<file path="config.mk">
export PLATFORM = sky130hd
export DESIGN_NAME = cfeg_front
export DESIGN_NICKNAME = d
export VERILOG_FILES = /design/src/hw/rtl/cfeg_pkg.sv /design/src/hw/rtl/cfeg_front.sv
export SDC_FILE = /design/constraint.sdc
export NUM_CORES = 1
export LEC_CHECK = 0
export BUFFER_PORTS_ARGS = -buffer_cell sky130_fd_sc_hd__buf_2
export CORE_ASPECT_RATIO = 1.75
export CORE_MARGIN = 5
export CORE_UTILIZATION = 59
export DETAILED_ROUTE_END_ITERATION = 16
export HOLD_SLACK_MARGIN = 0.05
export PLACE_DENSITY = 0.84
export SETUP_SLACK_MARGIN = 0.1
export SLEW_MARGIN = 5
export SYNTH_ARGS = -nofsm -noshare
export SYNTH_HDL_FRONTEND = slang
export SYNTH_SLANG_ARGS = --single-unit
</file>
<file path="constraint.sdc">
create_clock -name clk -period 7.75 [get_ports clk]
set_input_delay 0.775 -clock clk [delete_from_list [all_inputs] [get_ports clk]]
set_output_delay 0.775 -clock clk [all_outputs]
set_load 0.01 [all_outputs]
</file>
<file path="src/hw/rtl/cfeg_pkg.sv">
package cfeg_pkg;

    localparam int TIME_BITS      = 32;
    localparam int GAIN_FRAC_BITS = 16;
    localparam int GAIN_BITS      = GAIN_FRAC_BITS + 1;
    localparam int APB_DATA_BITS  = 32;
    localparam int APB_ADDR_BITS  = 4;
    localparam int REG_IDX_BITS   = 2;
    localparam int FRONT_STAGES   = 3;
    localparam int PIPE_STAGES    = FRONT_STAGES + GAIN_FRAC_BITS + 1;

    localparam logic [GAIN_BITS-1:0] GAIN_ONE = GAIN_BITS'(1) << GAIN_FRAC_BITS;

    typedef enum logic [REG_IDX_BITS-1:0] {
        REG_CLIP_START      = 2'd0,
        REG_CLIP_LENGTH     = 2'd1,
        REG_FADE_IN_LENGTH  = 2'd2,
        REG_FADE_OUT_LENGTH = 2'd3
    } reg_idx_t;

    typedef struct packed {
        logic [TIME_BITS-1:0] clip_start;
        logic [TIME_BITS-1:0] clip_length;
        logic [TIME_BITS-1:0] fade_in_length;
        logic [TIME_BITS-1:0] fade_out_length;
    } cfg_t;

    typedef struct packed {
        logic                 pre_start;
        logic [TIME_BITS-1:0] offset;
    } front_a_t;

    typedef struct packed {
        logic                 zero;
        logic                 in_act;
        logic [TIME_BITS-1:0] offset;
        logic [TIME_BITS-1:0] to_end;
    } front_b_t;

    typedef struct packed {
        logic                      zero;
        logic                      in_act;
        logic                      out_act;
        logic [TIME_BITS-1:0]      rem_in;
        logic [TIME_BITS-1:0]      rem_out;
        logic [GAIN_FRAC_BITS-1:0] q_in;
        logic [GAIN_FRAC_BITS-1:0] q_out;
    } div_t;

endpackage

</file>
<file path="src/hw/rtl/cfeg_front.sv">
module cfeg_front import cfeg_pkg::*;
(
    input  logic                    clk,
    input  logic                    rst_n,
    input  logic [FRONT_STAGES-1:0] en,
    input  logic                    in_valid,
    input  logic [TIME_BITS-1:0]    time_now,
    input  cfg_t                    cfg,
    output logic [FRONT_STAGES-1:0] vld,
    output div_t                    d_out
);

    front_a_t                a_reg;
    front_a_t                a_next;
    front_b_t                b_reg;
    front_b_t                b_next;
    div_t                    c_reg;
    div_t                    c_next;
    logic [FRONT_STAGES-1:0] vld_reg;
    logic [FRONT_STAGES-1:0] vld_next;
    logic [TIME_BITS:0]      diff;

    // The borrow of the subtraction tells whether the time lies before the start.
    assign diff = {1'b0, time_now} - {1'b0, cfg.clip_start};

    always_comb
    begin
        a_next.pre_start = diff[TIME_BITS];
        a_next.offset    = diff[TIME_BITS-1:0];

        b_next.zero   = a_reg.pre_start || (a_reg.offset >= cfg.clip_length);
        b_next.in_act = (cfg.fade_in_length != '0) && (a_reg.offset < cfg.fade_in_length);
        b_next.offset = a_reg.offset;
        b_next.to_end = cfg.clip_length - a_reg.offset;

        c_next.zero    = b_reg.zero;
        c_next.in_act  = b_reg.in_act;
        c_next.out_act = (cfg.fade_out_length != '0) && (b_reg.to_end < cfg.fade_out_length);
        c_next.rem_in  = b_reg.offset;
        c_next.rem_out = b_reg.to_end;
        c_next.q_in    = '0;
        c_next.q_out   = '0;

        vld_next[0] = en[0] ? in_valid : vld_reg[0];
        vld_next[1] = en[1] ? vld_reg[0] : vld_reg[1];
        vld_next[2] = en[2] ? vld_reg[1] : vld_reg[2];
    end

    always_ff @(posedge clk or negedge rst_n)
    begin
        if (!rst_n)
        begin
            vld_reg <= '0;
        end
        else
        begin
            vld_reg <= vld_next;
        end
    end

    always_ff @(posedge clk)
    begin
        if (en[0])
        begin
            a_reg <= a_next;
        end
        if (en[1])
        begin
            b_reg <= b_next;
        end
        if (en[2])
        begin
            c_reg <= c_next;
        end
    end

    assign vld   = vld_reg;
    assign d_out = c_reg;

endmodule

</file>
# After elaboration in Yosys (flattened, before gate mapping)

Cells that the tools add are included.

Logic and storage cells: 24
Bits of input ports: 166
Register bits: 169
Output and inout port bits: 102

Magnitude comparators: 3
$add $sub $neg: 2
Reductions and logical operators: 5

Operators by type and width:

| operator                           | count |
|---|---|
| less-than comparator 32 bit        | 2 |
| nonzero test 32 bit                | 2 |
| subtractor 32 x 32 -> 33 bit       | 1 |
| greater-or-equal comparator 32 bit | 1 |
| subtractor 32 bit                  | 1 |
| logical AND 1 bit                  | 2 |
| logical OR 1 bit                   | 1 |

# Depth between registers and ports, before layout

Depth after elaboration: 2
Depth in mapped cells: 11
Depth with buffers taken out: 11

# Worst setup path before layout

Ideal clock, no wire load.

Path type: input to register
Start: input cfg[97] (netlist name)
End: register a_reg[29] (netlist name) (data pin)
Path buffers: 0
Cell stages on the path: 10
Setup slack: 4541 ps
Setup time: 262 ps
Data arrival time: 2947 ps
Required time: 7488 ps
Cell sequence: inv_1 -> ha_1 -> nor2b_4 -> o31a_1 -> o31a_1 -> a2111o_1 -> a2111o_1 -> a31oi_2 -> o21bai_1 -> xor2_1

RTL lines:

| what                 | line             | source |
|---|---|---|
| start, declared      | cfeg_front.sv:8  | `input cfg_t cfg,` |
| end signal, assigned | cfeg_front.sv:65 | `a_reg <= a_next;` |
| end, declared        | cfeg_front.sv:13 | `front_a_t a_reg;` |

==> flow_summary.yaml <==
run_status:
  outcome: "completed"
drt:
  drc: 0
  wl_per_cell_microns: 17.9
  vias_per_cell: 5.67
  antenna_left: 0
  vias: 8374
  drtIter0Drc: 368
  wl_mm: 26.5
  dr.pass1.iters: 5
yosys:
  yosysSeqAreaShare_pct: 47.3
  synthFlopType: "edfxtp_1"
  synth_top_family_by_area: "compound AO/OA/AOI/OAI gates"
  yosysWarnings: 0
  synth_fa_ha_area_share_pct: 15.1
  syn-cell-area_sq_um: 10700
  yosys.area_share.simple_pct: 10.1
  yosysTopAreaCellShare_pct: 46.6
  synth_edf_count: 166
  ys_types: 71
  synth_mux_area_share_pct: 0.514
  yosys.area.top_type: "edfxtp_1"
  synth-seq-cells: 169
  synth-compound-area-share_pct: 15.1
  yosys-top-cells-area: "edfxtp_1, ha_1, inv_1"
  synth_area_per_cell_sq_um: 10.9
  synthXorXnorAreaFrac_pct: 3.93
  synth_cells: 985
  async_flop_share_pct: 1.78
power:
  p_leak_nw: 5.99
  p_per_area_nw_per_um2: 234
  ir_drop_uv: 135
finish:
  drive_above_1_share_pct: 23.2
  finalNetCount: 1522
  syn_to_final_growth_pct: 17.8
  multi_input_area_sq_um: 4910
  final_util_pct: 70.1
  nFillCells: 1326
  largest_reg_flops: 67
  seq_area_sq_um: 5060
  design_area_sq_um: 12600
cts:
  clock_sinks: 169
  numCtsBuffers: 17
  htree_levels: 4
  clk_pin_slew_ns: 0.06
  cts_resized: 0
  postCtsSetupBuffers: 0
  cts_max_path_buffers: 2
  clkLatencyLatePin_ns: 0.44
  cts-root-buf: "clkbuf_16"
  hold_buffers: 0
  cts_tree: "built"
setup_path:
  crit_path_end_kind: "flip-flop"
  worst-path-buf-inv: 2
  critical-path-max-stage-delay_ns: 0.45
  crit_chain: "buf_2, inv_1, ha_1, fa_1, nor2b_1, o31a_1, o2111ai_1, nand2b_1, a311oi_2, o211ai_1, a311oi_1, xnor2_1"
  cp-start-kind: "primary input"
  crit_arrival_ns: 3.30
  critPathTopFamily: "compound AO/OA/AOI/OAI gates"
  cp_max_fo: 4
  crit_required_ns: 7.93
  cp_slowest_cell: "a311oi_2"
  worstSetupPathType: "in -> reg"
global_route:
  grt_usage_pct: 25.0
  grt_max_degree: 69
  antenna_found_initial: 1
  grt_pass1_vias: 8654
  grt_pass1_wl_mm: 41.2
  gr-total-overflow: 0
floorplan:
  die_w_microns: 112
  dieArea_sq_um: 21000
  ioPinCount: 268
  initial_utilization_pct: 59.5
  fp-row-count: 65
  fp.coreArea_sq_um: 18000
  die_h_microns: 188
timing:
  worst_pin_slew_ns: 1.02
  drv_slew: 0
  fin_tns_setup_ns: 0
  skew_ns: 0.0129
  max_slew_margin_pct: 31.3
  hold_viol_final: 0
  setup-violations-final: 0
  max_freq_mhz: 321
  rsz0062_at_grt: "no"
  setup_slack_ns: 4.63
  fin_crit_ns: 3.12
  finalCritPeriodShare_pct: 40.2
placed_design:
  post-place-ws_ns: 4.20
  dpl-instance-area_sq_um: 12000
  numPortBuffers: 235
  dp_hpwl_mm: 21.5
  place.gp.congestion: 0.920
run:
  cap_violations: 0
min_path:
  hold_path.class: "in -> async"
[path summary, 6_finish.rpt]
| path | slack [ns] | cells past startpoint | from | to |
|---|---|---|---|---|
| min reg2reg | 0.42 | 0 | b_reg[59] | d_out[91] |
| min | 0.13 | 1 | rst_n | vld[2] |
| min in group clk | 0.42 | 0 | b_reg[59] | d_out[91] |
| max in group asynchronous | 7.52 | 1 | rst_n | vld[0] |
| max | 4.63 | 12 | time_now[0] | a_reg[26] |
| max reg2reg | 4.66 | 10 | a_reg[0] | b_reg[30] |
[where the power goes]
part	internal [mW]	switching, mW	leakage (nW)	total [mW]
registers	1.20	0.0732	1.66	1.27
logic	0.354	0.463	4.06	0.817
clock network	0.482	0.374	0.276	0.856
total	2.04	0.910	5.99	2.95
[cell usage in the layout, fill, tap and decap left out, types with 13 or more instances in the layout]
cell type / n
a21o_1: 42
a21oi_1: 70
buf_2: 235
clkbuf_16: 17
conb_1: 32
edfxtp_1: 166
ha_1: 126
inv_1: 150
nand2_1: 35
nand3_1: 20
nand4_1: 17
nor2_1: 45
nor2b_1: 14
nor4_1: 16
o21ai_0: 36
xnor2_1: 35
xor2_1: 13
[cells in the mapped netlist (2+ instances only)]
cell type    n
o211a_1      2
nand4_1     17
and3_1       7
or2_2        3
ha_1       126
and4_1       4
a41o_1       2
o211ai_1     7
o31ai_1      2
nand3_1     20
nand4b_1     2
a21oi_1     70
nor3_1      12
a211oi_1     2
a2111oi_0    6
and2_1       8
buf_4       32
nor2_1      45
a2111o_1     3
a311oi_1     3
o21a_1      12
o31a_1       4
nand2b_1    10
o21ai_0     36
a21o_1      42
dfrtp_1      3
o21bai_1     9
o2111ai_1    3
or3_1        2
edfxtp_1   166
inv_1      150
a211o_1      4
clkbuf_1    10
xor2_1      13
nor4_1      16
and4b_1      2
o311ai_0     3
a221o_1      2
mux2_2       4
a31oi_1      6
fa_1         2
xnor2_1     35
nand2_1     35
nor2b_1     14
a31o_2       3
[layer usage]
metal  vias to the layer above  track usage, %  routed length [microns]  share of wire (%)
li1                       4022               -                        -                  -
met1                      3967            24.0                     8860                 33
met2                       305            48.5                    14700                 55
met3                        80            3.26                     1380                5.2
met4                         0            15.6                     1560                5.9
met5                         -               0                        0                  0
[per-stage QoR]
stage	hold slack, ns	instances	total power [mW]
after floorplan	0.400	1016	1.82
after global placement	0.401	1443	2.06
after detailed placement	0.405	1443	2.10
after CTS	0.114	1475	2.95
after global routing	0.118	1476	3.09
final	0.125	1476	2.95
[final cells by class]
cell class | instances | share of cell area (%)
clock buffer | 18 | 3.40
clock inverter | 14 | 1.29
inverter | 150 | 4.47
tap | 234 | 2.32
timing repair buffer | 237 | 9.45
multi-input combinational | 653 | 38.9
sequential | 169 | 40.1
antenna | 1 | 0.0198
[cell families after synthesis]
group,after synthesis
compound gates,236
xor+xnor,48
mux,5
fa+ha+maj,128
other cells,1
simple gates,204
buf+inv,194
flops,169
[worst register-to-register path, stage by stage, from the launching register on]
cell      delay [ns]
edfxtp_1        0.42
ha_1            0.24
fa_1            0.42
nor2b_1         0.19
o31ai_1         0.12
a21oi_1         0.31
o21ai_1         0.18
a211o_1         0.36
a21oi_2         0.26
nor2_1          0.09
o311ai_0        0.31
Power figures use the tool's default switching activity.
