File: config.mk
export PLATFORM = sky130hd
export DESIGN_NAME = cfeg_regs
export DESIGN_NICKNAME = d
export VERILOG_FILES = /design/src/hw/rtl/cfeg_pkg.sv /design/src/hw/rtl/cfeg_regs.sv
export SDC_FILE = /design/constraint.sdc
export NUM_CORES = 1
export LEC_CHECK = 0
export ABC_AREA = 1
export ABC_CLOCK_PERIOD_IN_PS = 900
export BUFFER_PORTS_ARGS = -buffer_cell sky130_fd_sc_hd__clkbuf_2
export CAP_MARGIN = 0
export CORE_MARGIN = 4
export CORE_UTILIZATION = 50
export CTS_BUF_LIST = sky130_fd_sc_hd__clkbuf_4 sky130_fd_sc_hd__clkbuf_8
export DETAILED_ROUTE_END_ITERATION = 6
export PLACE_DENSITY = 0.8
export SKIP_CTS_REPAIR_TIMING = 1
export SYNTH_ARGS = -nofsm -noshare
export SYNTH_HDL_FRONTEND = slang
export SYNTH_SLANG_ARGS = --single-unit
File: constraint.sdc
create_clock -name clk -period 0.9 [get_ports clk]
set_input_delay 0.045 -clock clk [delete_from_list [all_inputs] [get_ports clk]]
set_output_delay 0.045 -clock clk [all_outputs]
set_load 0.01 [all_outputs]
File: src/hw/rtl/cfeg_pkg.sv
package cfeg_pkg;

    localparam int TIME_BITS      = 32;
    localparam int GAIN_FRAC_BITS = 16;
    localparam int GAIN_BITS      = GAIN_FRAC_BITS + 1;
    localparam int APB_DATA_BITS  = 32;
    localparam int APB_ADDR_BITS  = 4;
    localparam int REG_IDX_BITS   = 2;
    localparam int FRONT_STAGES   = 3;
    localparam int PIPE_STAGES    = FRONT_STAGES + GAIN_FRAC_BITS + 1;

    localparam logic [GAIN_BITS-1:0] GAIN_ONE = GAIN_BITS'(1) << GAIN_FRAC_BITS;

    typedef enum logic [REG_IDX_BITS-1:0] {
        REG_CLIP_START      = 2'd0,
        REG_CLIP_LENGTH     = 2'd1,
        REG_FADE_IN_LENGTH  = 2'd2,
        REG_FADE_OUT_LENGTH = 2'd3
    } reg_idx_t;

    typedef struct packed {
        logic [TIME_BITS-1:0] clip_start;
        logic [TIME_BITS-1:0] clip_length;
        logic [TIME_BITS-1:0] fade_in_length;
        logic [TIME_BITS-1:0] fade_out_length;
    } cfg_t;

    typedef struct packed {
        logic                 pre_start;
        logic [TIME_BITS-1:0] offset;
    } front_a_t;

    typedef struct packed {
        logic                 zero;
        logic                 in_act;
        logic [TIME_BITS-1:0] offset;
        logic [TIME_BITS-1:0] to_end;
    } front_b_t;

    typedef struct packed {
        logic                      zero;
        logic                      in_act;
        logic                      out_act;
        logic [TIME_BITS-1:0]      rem_in;
        logic [TIME_BITS-1:0]      rem_out;
        logic [GAIN_FRAC_BITS-1:0] q_in;
        logic [GAIN_FRAC_BITS-1:0] q_out;
    } div_t;

endpackage

File: src/hw/rtl/cfeg_regs.sv
module cfeg_regs import cfeg_pkg::*;
(
    input  logic                     clk,
    input  logic                     rst_n,
    input  logic                     psel,
    input  logic                     penable,
    input  logic                     pwrite,
    input  logic [APB_ADDR_BITS-1:0] paddr,
    input  logic [APB_DATA_BITS-1:0] pwdata,
    output logic [APB_DATA_BITS-1:0] prdata,
    output logic                     pready,
    output cfg_t                     cfg
);

    cfg_t                     cfg_reg;
    cfg_t                     cfg_next;
    reg_idx_t                 idx;
    logic                     wr;
    logic [TIME_BITS-1:0]     wval;

    assign idx    = reg_idx_t'(paddr[REG_IDX_BITS+1:2]);
    assign wr     = psel && penable && pwrite;
    assign wval   = pwdata[TIME_BITS-1:0];
    assign pready = 1'b1;
    assign cfg    = cfg_reg;

    always_comb
    begin
        cfg_next = cfg_reg;
        if (wr)
        begin
            case (idx)
                REG_CLIP_START:      cfg_next.clip_start      = wval;
                REG_CLIP_LENGTH:     cfg_next.clip_length     = wval;
                REG_FADE_IN_LENGTH:  cfg_next.fade_in_length  = wval;
                REG_FADE_OUT_LENGTH: cfg_next.fade_out_length = wval;
                default:             cfg_next = cfg_reg;
            endcase
        end
    end

    always_comb
    begin
        case (idx)
            REG_CLIP_START:      prdata = APB_DATA_BITS'(cfg_reg.clip_start);
            REG_CLIP_LENGTH:     prdata = APB_DATA_BITS'(cfg_reg.clip_length);
            REG_FADE_IN_LENGTH:  prdata = APB_DATA_BITS'(cfg_reg.fade_in_length);
            REG_FADE_OUT_LENGTH: prdata = APB_DATA_BITS'(cfg_reg.fade_out_length);
            default:             prdata = '0;
        endcase
    end

    always_ff @(posedge clk or negedge rst_n)
    begin
        if (!rst_n)
        begin
            cfg_reg <= '0;
        end
        else
        begin
            cfg_reg <= cfg_next;
        end
    end

endmodule

==> Word level (Yosys, flattened, before mapping) <==
Index checks and enable logic that the tools add are counted.
{ "classes": {"n_reduce_logical": 7, "eq_ne": 3, "n_mux": 1} }
{ "op_table": {"columns": ["op", "count"], "rows": [
  ["32-bit case mux with 4 select lines", 1],
  ["2-bit AND reduction", 4],
  ["2-bit equality test, second input constant", 2],
  ["2-bit by 1-bit equality test with 1-bit output, second input constant", 1],
  ["1-bit logical AND", 2],
  ["2-bit logical NOT", 1]
]} }
{ "totals": {"register_bits": 128, "out_inout_bits": 161, "word_cells": 15, "inputBits": 41} }

==> Longest topological paths before layout <==
Gate-level depths: netlist of the first run.
{ "logic_depth": {"depth_word": 3, "mapped_depth": 7, "ltp_nobuf": 6} }

==> Least setup slack after synthesis of the first run <==
Ideal clock, no wire load.
{ "synth_timing": {"kind": "input-to-reg", "from": "in paddr[3]", "to": "reg cfg_reg, in the netlist cfg[106]", "setup_ps": 117, "path_slack_ps": 68, "path_buffers": 1, "t_arrival_ps": 715, "path_stages": 5, "required_time_ps": 783, "path_cell_list": "nor2_1 nand2_1 clkbuf_1 nand2_1 nand2_1"} }
{ "synth_via": {"elab_chain_cells": 2} }
{ "synth_lines": {"columns": ["element", "line_no", "rtl"], "rows": [
  ["start: declaration", "cfeg_regs.sv:8", "input logic [APB_ADDR_BITS-1:0] paddr,"],
  ["2-bit logical NOT", "cfeg_regs.sv:32", "case (idx)"],
  ["2-bit AND reduction (no source line)", null, null],
  ["end signal: assignment", "cfeg_regs.sv:61", "cfg_reg <= cfg_next;"],
  ["end: declaration", "cfeg_regs.sv:15", "cfg_t cfg_reg;"]
]} }
Every way passes these cells.
A chain may end at the register's enable or synchronous reset.

==> Worst setup path in the final report of the first run <==
{ "layout_timing": {"from": "reg cfg_reg, in the netlist cfg[117]", "to": "out prdata[21]"} }
{ "layout_via": {"elab_chain_cells": 1} }
{ "layout_lines": {"columns": ["element", "line_no", "rtl"], "rows": [
  ["32-bit case mux with 4 select lines", "cfeg_regs.sv:44", "case (idx)"],
  ["end: declaration", "cfeg_regs.sv:10", "output logic [APB_DATA_BITS-1:0] prdata,"]
]} }
Every way passes these cells.

==> out/results.ini, run 1 <==
[layout]
final_common_cell=nand2_1
syn2layout_area_growth_pct=59.48
final_cell_mix=nand2_1, dfrtp_1, clkbuf_2
finalNetCount=1132
largest_reg_flops=128
drive_above_1_share_pct=35.51
finish.instance_area_um2=9205
n_antenna_cell=0
nFillCells=615

[sta]
fin_crit_ns=1.289
post-route-period-util_pct=143.2
setup_viol=161
rsz0062_at_grt=true
finalWorstSetupSlack_ns=-0.3892
hold_slack_ns=0.05913
finalHoldViolCount=0
skew_ns=0
final-max-slew-violation-count=0
fmax_mhz=775.7
fin_tns_setup_ns=-31.75

[power_and_ir_drop]
vdd_drop_max_mv=1.231
power.density_nw_per_um2=2235
leakagePower_nw=5.110

[clock_network]
worstSkewPairLatency_ns=0.42
cts.htree.levels=4
path_clk_slew_ns=0.08
clock_sinks=128
cts_buffer_depth=2
cts_tree=done
cts_made_buffers=17
root_buffer=clkbuf_8

[route]
drc_errors=0
drt_iter0_drc=676
final_antenna_net_count=0
dr.pass1.iters=6
wire_per_inst_um=18.17
vias=6835
drt_wl_total_um=22600
vias_per_cell=5.494

[run_status]
violations=setup timing
outcome=complete, but fails checks

[floorplanning]
die_w_um=115.4
row_count=38
pin_count=202
dieArea_um2=13330
initial_core_util_pct=52.10
core-area_um2=11080
die_h_um=115.4

[logic_synthesis]
yosysTopAreaCellShare_pct=55.50
ys_seq_area_share_pct=55.50
ys_seq_elements=128
postSynthCellCount=743
ys_warn_count=0
ys_top_cells_by_area=dfrtp_1, nand2_1, nand3_1, nand4_1, buf_2
yosys.area.top_type=dfrtp_1
synth_fp_nets=784
syn_area_um2=5772
avgSynthCellArea_um2=7.768
yosysUniqueCellTypes=12

[placement]
dp_hpwl_um=13180
port_buffers=198
pre_cts_ws_ns=-0.1969
gp_congestion=0.8261
placed_cell_area_um2=7109

[global_route]
grt_start_max_net_pins=39
grtUsageTotal_pct=28.19
grt_pass1_wl_um=29520
antenna_found_initial=0
grt_pass1_vias=5678
overflow=0

[setup_path]
start_kind=flip-flop
crit_arrival_ns=1.24
path_max_fanout=3
crit_path_max_incr_delay_ns=0.44
ff2ff_path_depth=5
r2r_setup_slack_ns=-0.07
r2r-end=cfg[6]
cp_num_buf_inv=1
crit_family=flip-flops
critPathKind=reg -> out
worst_setup_path_end_kind=output pin
required_ns=0.85
r2r-start=cfg[6]
cp_slowest_cell=dfrtp_1
crit_chain=nand2_1, nand4_1, buf_2
worst-path-stages=3
crit_path_start=cfg[117]

[flow_run]
drv_cap=0

[min_path]
hp-class=in -> async

## worst max path at each step
stage                       to
floorplan             cfg[106]
global placement      cfg[119]
detailed placement    cfg[116]
finish              prdata[21]
CTS                 prdata[31]
global route        prdata[22]
## metrics by stage
step | util (%) | power [mW] | instances
final | 83.09 | 20.57 | 1244
after global routing | 83.09 | 21.55 | 1244
after CTS | 68.04 | 17.75 | 1112
after detailed placement | 64.17 | 12.52 | 1080
after global placement | 64.17 | 12.38 | 1080
after floorplan | - | 9.999 | 743
## power by group
part	internal (mW)	switching (mW)
combinational	3.87	3.32
clock	2.93	2.37
sequential	6.93	1.16
total	13.7	6.85
## final cells by class
cell class / count / area, µm² / area share [%]
flip-flops and latches: 128 / 3203 / 34.80
repair buffers: 377 / 3017 / 32.77
multi-input cells: 561 / 2360 / 25.64
clock buffers: 20 / 269.0 / 2.922
well taps: 140 / 175.2 / 1.903
clock inverters: 12 / 158.9 / 1.726
inverters: 6 / 22.52 / 0.2447
## kinds of logic after synthesis
group | synth area share (%)
other | 0.06497
flip-flops | 55.50
buffers and inverters | 4.357
AND/OR/NAND/NOR | 40.08
## Yosys cell counts
master,count
conb_1,1
dfrtp_1,128
nand2_1,425
nand4_1,32
clkbuf_1,11
inv_1,2
nand3_1,97
buf_4,1
nor2_2,4
inv_2,4
nor2_1,2
buf_2,36
## metal layers
layer	wire length [µm]	track usage [%]	vias up
li1	-	-	3063
met1	8822	40.35	3243
met2	11020	44.64	459
met3	2152	6.162	70
met4	609	6.260	0
met5	0	0	-
No activity file was read; power rests on OpenSTA's default activity.
==> inputs of run 2 (changes only) <==
--- a/config.mk
+++ b/config.mk
@@ -10,10 +10,10 @@
 export BUFFER_PORTS_ARGS = -buffer_cell sky130_fd_sc_hd__clkbuf_2
 export CAP_MARGIN = 0
 export CORE_MARGIN = 4
-export CORE_UTILIZATION = 50
+export CORE_UTILIZATION = 52
 export CTS_BUF_LIST = sky130_fd_sc_hd__clkbuf_4 sky130_fd_sc_hd__clkbuf_8
 export DETAILED_ROUTE_END_ITERATION = 6
-export PLACE_DENSITY = 0.8
+export PLACE_DENSITY = 0.83
 export SKIP_CTS_REPAIR_TIMING = 1
 export SYNTH_ARGS = -nofsm -noshare
 export SYNTH_HDL_FRONTEND = slang
==> out/results.ini, run 2 (synthesis gave the netlist of run 1 again) <==
[route]
vias=7449
drt_wl_total_um=26220
wl_met3_um=2775
wl_met2_um=13180
drt_iter0_drc=861
wire_per_inst_um=20.79
met1_length_um=8890
routed.top_layer=met4
dr.pass1.iters=7
final_antenna_net_count=0
drc_errors=7
vias_per_cell=5.907

[setup_path]
cp_slowest_cell=dfrtp_1
crit_family=flip-flops
crit_path_start=cfg[69]
worst_setup_path_end_kind=output pin
required_ns=0.85
r2r-start=cfg[73]
r2r-end=cfg[73]
ff2ff_path_depth=5
cp_num_buf_inv=1
crit_arrival_ns=1.28
start_kind=flip-flop
critPathKind=reg -> out
r2r_setup_slack_ns=-0.08
worst-path-stages=3
crit_path_max_incr_delay_ns=0.41
crit_chain=nand3_1, nand4_1, clkbuf_2
path_max_fanout=2

[layout]
final_common_cell=nand2_1
finalNetCount=1150
syn2layout_area_growth_pct=66.18
postLayoutCoreUtil_pct=88.48
final_cell_mix=nand2_1, buf_6, dfrtp_1
largest_reg_flops=128
drive_above_1_share_pct=36.49
n_antenna_cell=0
finish.instance_area_um2=9592

[placement]
dp_hpwl_um=13330
gp_congestion=0.8419
placed_cell_area_um2=7234
port_buffers=198

[sta]
fmax_mhz=752.0
skew_ns=0
setup_viol=161
rsz0062_at_grt=true
finalWorstSetupSlack_ns=-0.4298
fin_crit_ns=1.330
final-max-slew-violation-count=0
fin_tns_setup_ns=-33.94
post-route-period-util_pct=147.8
finalHoldViolCount=0

[floorplanning]
row_count=38
core-area_um2=10840
dieArea_um2=12850
pin_count=202
initial_core_util_pct=53.24
die_w_um=113.4
die_h_um=113.4

[power_and_ir_drop]
power.density_nw_per_um2=2266
vdd_drop_max_mv=1.497
pwr-share-clk_pct=25.9
leakagePower_nw=5.278
sw_frac_of_total_pct=33.87
p_seq_share_pct=37.4
power_frac_comb_pct=36.6
intPower_mw=14.37
p_sw_mw=7.363

[clock_network]
cts_made_buffers=17
root_buffer=clkbuf_8
cts_buffer_depth=2
worstSkewPairLatency_ns=0.42
cts_tree=done
cts.htree.levels=4
clock_sinks=128
path_clk_slew_ns=0.08

[flow_run]
drv_cap=0

[min_path]
hp-class=in -> async

[global_route]
grt_pass1_vias=5780
grtUsageTotal_pct=29.87
grt_pass1_wl_um=30090
overflow=0
antenna_found_initial=0
grt_start_max_net_pins=53

[run_status]
violations=DRC, setup timing
outcome=complete, but fails checks

-- run 2: how the worst max path moves through the flow --
stage / to / slack (ns)
CTS: prdata[13] / -0.39
detailed placement: cfg[86] / -0.17
global route: prdata[5] / -0.51
finish: prdata[5] / -0.43
global placement: cfg[23] / -0.12
floorplan: cfg[106] / 0.07
-- run 2: cell type report --
type | count | area (µm²)
Fill cell | 487 | 1249
Multi-Input combinational cell | 561 | 2370
Inverter | 6 | 22.52
Sequential cell | 128 | 3203
Timing Repair Buffer | 395 | 3377
Clock inverter | 12 | 182.7
Clock buffer | 19 | 261.5
Tap cell | 140 | 175.2
-- run 2: metal layers --
metal  track usage (%)  up-vias
met5                 0        -
met4             10.66        0
met3             6.471      161
met2             49.49      671
met1             38.98     3527
li1                  -     3090
-- run 2: per-stage QoR --
step           cells  worst slack, ns  power [mW]  hold WS (ns)
5_1_grt         1261          -0.5064       22.52    -0.0004641
6_report        1261          -0.4298       21.74      0.001110
2_1_floorplan    743          0.06761       9.999       -0.2506
3_5_place_dp    1082          -0.1709       12.57      -0.09849
3_3_place_gp    1082          -0.1192       12.40      -0.09864
4_1_cts         1113          -0.3871       18.06       -0.5529
-- run 2: power by group through the flow --
| stage | clock network, mW | registers (mW) | logic, mW |
|---|---|---|---|
| 6_report | 5.63 | 8.14 | 7.97 |
| 5_1_grt | 5.90 | 8.19 | 8.43 |
| 4_1_cts | 5.56 | 7.97 | 4.52 |
| 3_5_place_dp | 0 | 8.07 | 4.50 |
| 3_3_place_gp | 0 | 8.04 | 4.36 |
| 2_1_floorplan | 0 | 8.42 | 1.58 |
