`config.mk`:
```
export PLATFORM = sky130hd
export DESIGN_NAME = cfeg_out
export DESIGN_NICKNAME = d
export VERILOG_FILES = /design/src/hw/rtl/cfeg_pkg.sv /design/src/hw/rtl/cfeg_out.sv
export SDC_FILE = /design/constraint.sdc
export NUM_CORES = 1
export LEC_CHECK = 0
export BUFFER_PORTS_ARGS = -buffer_cell sky130_fd_sc_hd__clkbuf_2
export CAP_MARGIN = 20
export CORE_MARGIN = 2
export CORE_UTILIZATION = 30
export CTS_BUF_LIST = sky130_fd_sc_hd__clkbuf_4 sky130_fd_sc_hd__clkbuf_8
export DETAILED_ROUTE_END_ITERATION = 8
export GPL_TIMING_DRIVEN = 1
export PLACE_DENSITY = 0.66
export SLEW_MARGIN = 20
export SYNTH_ARGS = -nofsm -noshare
export SYNTH_HDL_FRONTEND = slang
export SYNTH_SLANG_ARGS = --single-unit
export TNS_END_PERCENT = 50
```
`constraint.sdc`:
```
create_clock -name clk -period 1.7 [get_ports clk]
set_clock_uncertainty 0.1 [all_clocks]
set_input_delay 0.17 -clock clk [delete_from_list [all_inputs] [get_ports clk]]
set_output_delay 0.17 -clock clk [all_outputs]
set_load 0.01 [all_outputs]
```
`src/hw/rtl/cfeg_pkg.sv`:
```
package cfeg_pkg;

    localparam int TIME_BITS      = 32;
    localparam int GAIN_FRAC_BITS = 16;
    localparam int GAIN_BITS      = GAIN_FRAC_BITS + 1;
    localparam int APB_DATA_BITS  = 32;
    localparam int APB_ADDR_BITS  = 4;
    localparam int REG_IDX_BITS   = 2;
    localparam int FRONT_STAGES   = 3;
    localparam int PIPE_STAGES    = FRONT_STAGES + GAIN_FRAC_BITS + 1;

    localparam logic [GAIN_BITS-1:0] GAIN_ONE = GAIN_BITS'(1) << GAIN_FRAC_BITS;

    typedef enum logic [REG_IDX_BITS-1:0] {
        REG_CLIP_START      = 2'd0,
        REG_CLIP_LENGTH     = 2'd1,
        REG_FADE_IN_LENGTH  = 2'd2,
        REG_FADE_OUT_LENGTH = 2'd3
    } reg_idx_t;

    typedef struct packed {
        logic [TIME_BITS-1:0] clip_start;
        logic [TIME_BITS-1:0] clip_length;
        logic [TIME_BITS-1:0] fade_in_length;
        logic [TIME_BITS-1:0] fade_out_length;
    } cfg_t;

    typedef struct packed {
        logic                 pre_start;
        logic [TIME_BITS-1:0] offset;
    } front_a_t;

    typedef struct packed {
        logic                 zero;
        logic                 in_act;
        logic [TIME_BITS-1:0] offset;
        logic [TIME_BITS-1:0] to_end;
    } front_b_t;

    typedef struct packed {
        logic                      zero;
        logic                      in_act;
        logic                      out_act;
        logic [TIME_BITS-1:0]      rem_in;
        logic [TIME_BITS-1:0]      rem_out;
        logic [GAIN_FRAC_BITS-1:0] q_in;
        logic [GAIN_FRAC_BITS-1:0] q_out;
    } div_t;

endpackage

```
`src/hw/rtl/cfeg_out.sv`:
```
module cfeg_out import cfeg_pkg::*;
(
    input  logic                 clk,
    input  logic                 rst_n,
    input  logic                 en,
    input  logic                 valid_in,
    input  div_t                 d_in,
    output logic                 valid_out,
    output logic [GAIN_BITS-1:0] gain
);

    logic                 valid_reg;
    logic                 valid_next;
    logic [GAIN_BITS-1:0] gain_reg;
    logic [GAIN_BITS-1:0] gain_next;
    logic [GAIN_BITS-1:0] g_in;
    logic [GAIN_BITS-1:0] g_out;

    always_comb
    begin
        g_in  = d_in.in_act ? {1'b0, d_in.q_in} : GAIN_ONE;
        g_out = d_in.out_act ? {1'b0, d_in.q_out} : GAIN_ONE;
        if (d_in.zero)
        begin
            gain_next = '0;
        end
        else if (g_in < g_out)
        begin
            gain_next = g_in;
        end
        else
        begin
            gain_next = g_out;
        end
        valid_next = en ? valid_in : valid_reg;
    end

    always_ff @(posedge clk or negedge rst_n)
    begin
        if (!rst_n)
        begin
            valid_reg <= 1'b0;
        end
        else
        begin
            valid_reg <= valid_next;
        end
    end

    always_ff @(posedge clk)
    begin
        if (en)
        begin
            gain_reg <= gain_next;
        end
    end

    assign valid_out = valid_reg;
    assign gain      = gain_reg;

endmodule

```
; Word level (Yosys, flattened, before mapping)
; Index checks and enable logic that the tools add are counted.
; Widths: inputs -> output; s select.
[word_totals]
regBits = 18
inputBits = 103
out_inout_bits = 18
wordCells = 6
[classes]
n_lt_le_gt_ge = 1
mux = 3
[op_table]
columns = cell, count
row1 = $mux 17, 3
row2 = $lt 17x17->1, 1

; Depth between registers and ports, before layout
; Gate-level depths: netlist of run 1.
[logic_depth]
ltp_word = 3
ltp_mapped = 10
mapped_depth_nobuf = 7

; Worst setup path after synthesis of run 1
; No wires, ideal clock.
[synth_path]
path_type = input to register
from = input port d_in[96] in the netlist's numbering
to = register gain_reg[1] (netlist: gain[1]), data pin
setup_ns = 0.280
arrival_ns = 2.028
required_time_ns = 1.320
path_slack_ns = -0.708
cell_stages = 10
n_path_buf = 3
path_cell_list = buf_2 -> buf_1 -> nand2_1 -> ha_1 -> a21oi_1 -> o21ai_0 -> a22oi_1 -> clkbuf_1 -> a31o_1 -> a21oi_2
[synth_via]
elab_chain_cells = 3
[synth_lines]
columns = element, line_no
row1 = "start, declared", cfeg_out.sv:7  ; input div_t d_in,
row2 = $mux 17 (*), cfeg_out.sv:22  ; g_out = d_in.out_act ? {1'b0, d_in.q_out} : GAIN_ONE;
row3 = $lt 17x17->1, cfeg_out.sv:27  ; else if (g_in < g_out)
row4 = $mux 17 (*), cfeg_out.sv:27
row5 = "end signal, assigned", cfeg_out.sv:54  ; gain_reg <= gain_next;
row6 = "end, declared", cfeg_out.sv:14  ; logic [GAIN_BITS-1:0] gain_reg;
; Mark *: on every way between the ends. The rest lies on a longest branch, timed or not.
; A chain may end at the register's enable or synchronous reset.

; Worst setup path in the final report of run 1
[layout_path]
from = input port d_in[96] in the netlist's numbering
to = register gain_reg[0] (netlist: gain[0]), data pin
; Same word-level chain as after synthesis.

==> results of run 1 <==
[kinds of logic (layout without fill, tap and decap cells)]
family | after synthesis | after routing | synth area share
DFF | 18 | 18 | 0.3480
AOI/OAI and AO/OA | 44 | 44 | 0.2431
and+or+nand+nor | 63 | 63 | 0.2138
buffers and inverters | 16 | 89 | 0.05041
adders and majority gates | 16 | 16 | 0.1301
muxes | 2 | 2 | 0.01463
[critical path, delay by kind of cell]
| kind | cells | cell delay [ns] |
|---|---|---|
| muxes | 1 | 0.33 |
| buffers and inverters | 2 | 0.28 |
| and+or+nand+nor | 3 | 0.29 |
| AOI/OAI and AO/OA | 2 | 0.59 |
| adders and majority gates | 1 | 0.21 |
[timing repair]
item,CTS,global route
hold endpoints to repair,1,0
setup endpoints to repair,17,17
setup buffers,1,0
hold buffers,1,0
pin swaps,11,23
gates resized for setup,22,30
gates cloned,1,2
[worst min path at each step]
stage	to	slack, ns	cells past startpoint
after floorplan	valid_out	-0.23	0
after global placement	valid_out	-0.16	1
after detailed placement	valid_out	-0.15	1
after CTS	valid_out	0.05	2
after global routing	valid_out	0.05	2
final	valid_out	0.05	2
[routing by layer]
layer  track usage  up-vias  part of all wire
li1              -      747                 -
met1        0.2080      724              0.44
met2        0.2599       52              0.49
met3       0.02646        9             0.051
met4       0.06238        0             0.019
met5             0        -                 0
[report_power, final]
part / switching [W] / internal (W) / total, W / leakage [nW]
Combinational: 0.000278 / 0.000263 / 0.000541 / 0.812
Clock: 0.000150 / 0.000183 / 0.000332 / 0.0262
Sequential: 0.00000958 / 0.000530 / 0.000539 / 0.174
[through the flow]
| step | setup WS [ns] | std cells | area (um2) |
|---|---|---|---|
| floorplan | -0.3056 | 159 | 1669 |
| global placement | -0.5727 | 293 | 2102 |
| detailed placement | -0.6121 | 293 | 2102 |
| CTS | -0.2331 | 300 | 2327 |
| global route | -0.3058 | 302 | 2482 |
| finish | -0.2570 | 302 | 2482 |
[final cells by class]
cell class	instances	area, um2
Clock buffer	4	48.80
Fill cell	468	2560
Timing Repair Buffer	83	593.1
Multi-Input combinational cell	125	1210
Sequential cell	18	535.5
Inverter	2	7.507
Tap cell	70	87.58
[placed cells by master, fill, tap and decap left out, types with 2 or more instances in the layout]
master / n
nand2_4: 5
and2_4: 6
nor2_2: 2
inv_1: 2
and2_1: 9
clkbuf_8: 3
buf_12: 2
buf_4: 17
ha_1: 4
ha_4: 11
nand4_1: 16
nor2_1: 3
clkbuf_16: 2
nand2_2: 8
nand2_1: 10
a31o_1: 15
edfxtp_1: 17
clkbuf_2: 54
a211oi_1: 2
buf_6: 6
a21oi_2: 19
==> run_results.csv, run 1 <==
group,metric,value,unit
finish,antenna_cells,0,
worst_setup_path,setup.worst_path.end_class,"flip-flop",
global_routing,grt_pass1_vias,1525,
power_and_ir_drop,power.density,568.7,nW/um2
sta,slew_viol_final,0,
clocking,cts_tree,"built",
synth,synth_top_cell_by_area,"edfxtp_1",
power_and_ir_drop,p_leak,1.013,nW
worst_setup_path,critical_path.max_stage_delay,0.45,ns
place,gp_congestion,0.8361,
synth,synth_area_leaders,"edfxtp_1 (33%), ha_1 (13%), a21oi_2 (8.5%)",
synth,syn_area,1539,um2
worst_hold_path,holdCritStartpoint,"valid_in",
place,port_buffers,56,
worst_setup_path,path_class,"primary input to flip-flop",
clocking,cts.clk_slew.worst_paths,0.07,ns
detailed_routing,wl_per_cell,14.64,um
worst_setup_path,reg2reg_to,"valid_out",
outcome,violations,"negative setup slack",
sta,finalHoldViolCount,0,
floorplanning,die_x,75.63,um
outcome,status,"finished, violations left",
synth,ys_top_cells_by_count,"nand2_1 (22), edfxtp_1 (17), ha_1 (16), nand4_1 (16)",
synth,ys_seq_area_frac,0.3480,
finish,final_nets,352,
synth,synth_area_per_cell,9.679,um2
global_routing,grt_util_all_layers,0.1583,
job,maxCapViolations,0,
power_and_ir_drop,ir_drop,0.0002843,V
detailed_routing,drt_wl_total,4421,um
detailed_routing,remaining_drc_errors,0,
sta,maxSlewHeadroom,0.7052,
worst_hold_path,hp-class,"primary input to flip-flop",
clocking,htree_levels,1,
worst_setup_path,slowest_stage,"o311ai_4",
clocking,cts_made_buffers,3,
detailed_routing,num_vias,1532,
worst_setup_path,crit_chain,"clkbuf_16 > buf_12 > nand2_4 > ha_4 > a21oi_4 > nor2_4 > o311ai_4 > nand3_2 > mux2_4",
sta,setup_ws,-0.2570,ns
finish,final_core_util,0.4923,
sta,worstMarginPinSlew,0.4412,ns
global_routing,overflow,0,
detailed_routing,dr.pass1.iters,4,
worst_setup_path,worstReg2RegStart,"valid_out",
sta,min_period,1.957,ns
finish,largest_reg_flops,17,
synth,synthCells,159,
synth,ys_types,27,
synth,syn-num-nets,278,
synth,synth_edf_count,17,
floorplanning,io_pins,121,
detailed_routing,antenna_left,0,
worst_setup_path,endpoint,"gain[0]",
worst_setup_path,r2r_cells,1,
sta,fmax,0.5110,GHz
clocking,clock-root-buffer,"clkbuf_8",
synth,synth_most_common_cell,"nand2_1",
worst_setup_path,path_max_fanout,6,
sta,timing.hold.ws,0.04951,ns
floorplanning,coreArea,5042,um2
worst_setup_path,critPathLaunch,"d_in[96]",
global_routing,grt_max_degree,18,
floorplanning,die_y,75.63,um
clocking,cts_sinks,18,
worst_setup_path,cp.arrival,1.86,ns
floorplanning,row_count,26,
worst_setup_path,worstPathRequired,1.60,ns
sta,final.setup.tns,-3.068,ns
synth,synth_top_cell_area_share,0.3317,
synth,ys_async_sr_fraction,0.05556,
worst_setup_path,reg2reg_slack,0.86,ns
finish,drive_above_1_share,0.6379,
worst_setup_path,crit_path_start_kind,"primary input",
sta,setup_viol,17,
clocking,worstSkewPairLatency,0.25,ns
clocking,cts_max_path_buffers,2,
detailed_routing,via_per_inst,5.073,
synth,synth_ff_type,"edfxtp_1",
global_routing,antenna_found_initial,0,
synth,synth_warnings,0,
global_routing,grt_pass1_wl,6886,um
finish,syn_to_final_growth,61.30,%
sta,final.period_utilization,1.151,
power_and_ir_drop,power.total,0.001412,W
detailed_routing,dr.first_iter.drc_count,87,
synth,ys_ff_latch,18,
floorplanning,dieArea,5719,um2
floorplanning,start_util,0.3052,
sta,grt_setup_unrepaired,"yes",
place,hpwl,3101,um
(Power assumes the default switching activity.)
==> run 2: changes to the inputs <==
--- a/config.mk
+++ b/config.mk
@@ -9,7 +9,6 @@
 export CAP_MARGIN = 20
 export CORE_MARGIN = 2
 export CORE_UTILIZATION = 30
-export CTS_BUF_LIST = sky130_fd_sc_hd__clkbuf_4 sky130_fd_sc_hd__clkbuf_8
 export DETAILED_ROUTE_END_ITERATION = 8
 export GPL_TIMING_DRIVEN = 1
 export PLACE_DENSITY = 0.66
==> run_results.csv, run 2 (synthesis results as in run 1) <==
group,metric,value,unit
outcome,status,"finished, violations left",
outcome,violations,"negative setup slack",
worst_setup_path,slowest_stage,"o311ai_4",
clocking,cts_sinks,18,
global_routing,grt_pass1_vias,1527,
worst_setup_path,path_class,"primary input to flip-flop",
worst_hold_path,hp-class,"primary input to flip-flop",
place,gp_congestion,0.8361,
global_routing,grt_pass1_wl,6900,um
power_and_ir_drop,power.density,566.5,nW/um2
worst_hold_path,hold_path_depth,2,
sta,final.period_utilization,1.148,
global_routing,overflow,0,
global_routing,grt_max_degree,18,
sta,fmax,0.5123,GHz
sta,min_period,1.952,ns
floorplanning,row_count,26,
floorplanning,start_util,0.3052,
finish,final_nets,354,
worst_setup_path,crit_chain,"clkbuf_16 > buf_12 > nand2_4 > ha_4 > a21o_1 > o311ai_4 > nand3_2 > mux2_4",
worst_setup_path,cp.arrival,1.86,ns
sta,grt_setup_unrepaired,"yes",
worst_setup_path,setup.worst_path.end_class,"flip-flop",
worst_setup_path,reg2reg_slack,0.86,ns
worst_setup_path,path_max_fanout,6,
detailed_routing,dr.pass1.iters,4,
clocking,cts.clk_slew.worst_paths,0.07,ns
finish,fin_cells,304,
sta,setup_ws,-0.2520,ns
job,maxCapViolations,0,
detailed_routing,via_per_inst,5.059,
finish,antenna_cells,0,
floorplanning,die_x,75.63,um
floorplanning,coreArea,5042,um2
clocking,cts_max_path_buffers,2,
sta,timing.hold.ws,0.04905,ns
worst_setup_path,crit_path_start_kind,"primary input",
worst_setup_path,reg2reg_to,"valid_out",
sta,final.setup.tns,-3.451,ns
detailed_routing,remaining_drc_errors,0,
detailed_routing,wl_per_cell,14.33,um
detailed_routing,drt_wl_total,4356,um
finish,drive_above_1_share,0.6154,
finish,final_area,2451,um2
detailed_routing,dr.first_iter.drc_count,86,
worst_setup_path,worstPathRequired,1.60,ns
sta,finalHoldViolCount,0,
clocking,cts_tree,"built",
place,placed_cell_area,2102,um2
worst_setup_path,r2r_cells,1,
worst_setup_path,worstReg2RegStart,"valid_out",
global_routing,grt_util_all_layers,0.1589,
worst_hold_path,holdCritStartpoint,"valid_in",
place,port_buffers,56,
floorplanning,die_y,75.63,um
clocking,worstSkewPairLatency,0.25,ns
finish,final_cell_mix,"clkbuf_2 (54), a21oi_2 (18), buf_4 (18), edfxtp_1 (17), nand4_1 (16)",
power_and_ir_drop,p_leak,1.015,nW
detailed_routing,antenna_left,0,
sta,slew_viol_final,0,
sta,setup_viol,17,
sta,maxSlewHeadroom,0.7136,
clocking,htree_levels,1,
global_routing,antenna_found_initial,0,
worst_hold_path,holdPathEnd,"valid_out",
finish,syn_to_final_growth,59.27,%
floorplanning,io_pins,121,
place,hpwl,3101,um
clocking,clock-root-buffer,"clkbuf_8",
finish,final_common_cell,"clkbuf_2",
worst_setup_path,critical_path.max_stage_delay,0.45,ns
floorplanning,dieArea,5719,um2
power_and_ir_drop,ir_drop,0.0002849,V
finish,largest_reg_flops,17,
detailed_routing,num_vias,1538,
place,placedCellCount,293,
clocking,cts_made_buffers,3,
sta,worstMarginPinSlew,0.4285,ns
## run 2: cell count changes in the layout (fill, tap and decap cells not counted)
cell      before  now
a21oi_1        0    1
a21oi_2       19   18
a311oi_2       0    1
a311oi_4       1    0
buf_4         17   18
buf_6          6    7
clkbuf_1       0    1
clkbuf_4       1    0
ha_1           4    6
ha_4          11    9
nand2_1       10   11
nand2_2        8    7
o21ai_1        1    2
o21ai_2        1    0
## run 2: critical path, delay by kind of cell
family	cells	cell delay [ns]
compound gates	2	0.63
mux	1	0.34
buf+inv	2	0.28
simple gates	2	0.23
fa+ha+maj	1	0.20
## run 2: power by group
group / switching [W] / leakage (nW) / internal (W) / total [W]
combinational: 0.000270 / 0.818 / 0.000261 / 0.000530
clock: 0.000152 / 0.0228 / 0.000167 / 0.000319
sequential: 0.00000965 / 0.174 / 0.000529 / 0.000539
## run 2: layout make-up
type	count	area (um2)
multi-input combinational	125	1164
fill	482	2591
tap	70	87.58
clock buffer	4	45.04
sequential	18	535.5
inverter	2	7.507
timing repair buffer	85	611.8
## run 2: worst max path at each step
stage                        start        to  cells after the start
after floorplan           d_in[96]   gain[1]                     10
after global placement    d_in[97]   gain[5]                      9
after detailed placement  d_in[97]  gain[10]                      9
after CTS                 d_in[96]   gain[0]                      9
after global routing      d_in[96]  gain[16]                      9
final                     d_in[96]   gain[0]                      8
## run 2: metrics by stage
stage	power [W]	utilization	worst slack (ns)
after global placement	0.0009786	0.4169	-0.5727
after CTS	0.001339	0.4615	-0.2342
after floorplan	0.0008219	-	-0.3056
final	0.001389	0.4861	-0.2520
after detailed placement	0.0009858	0.4169	-0.6121
after global routing	0.001469	0.4861	-0.2898
## run 2: what timing repair did
item,4_1_cts,5_1_grt
pin swaps,12,11
cloned,1,2
endpoints found under the hold margin,1,0
buffers inserted,1,2
resized for setup,23,24
hold buffers,1,0
endpoints found under the setup margin,17,17
## run 2: routing by layer
metal  share of wire  routed length (um)  track usage
met3           0.048                 209      0.02646
met2            0.48                2102       0.2618
met1            0.45                1960       0.2080
met5               0                   0            0
met4           0.019                  83      0.06238
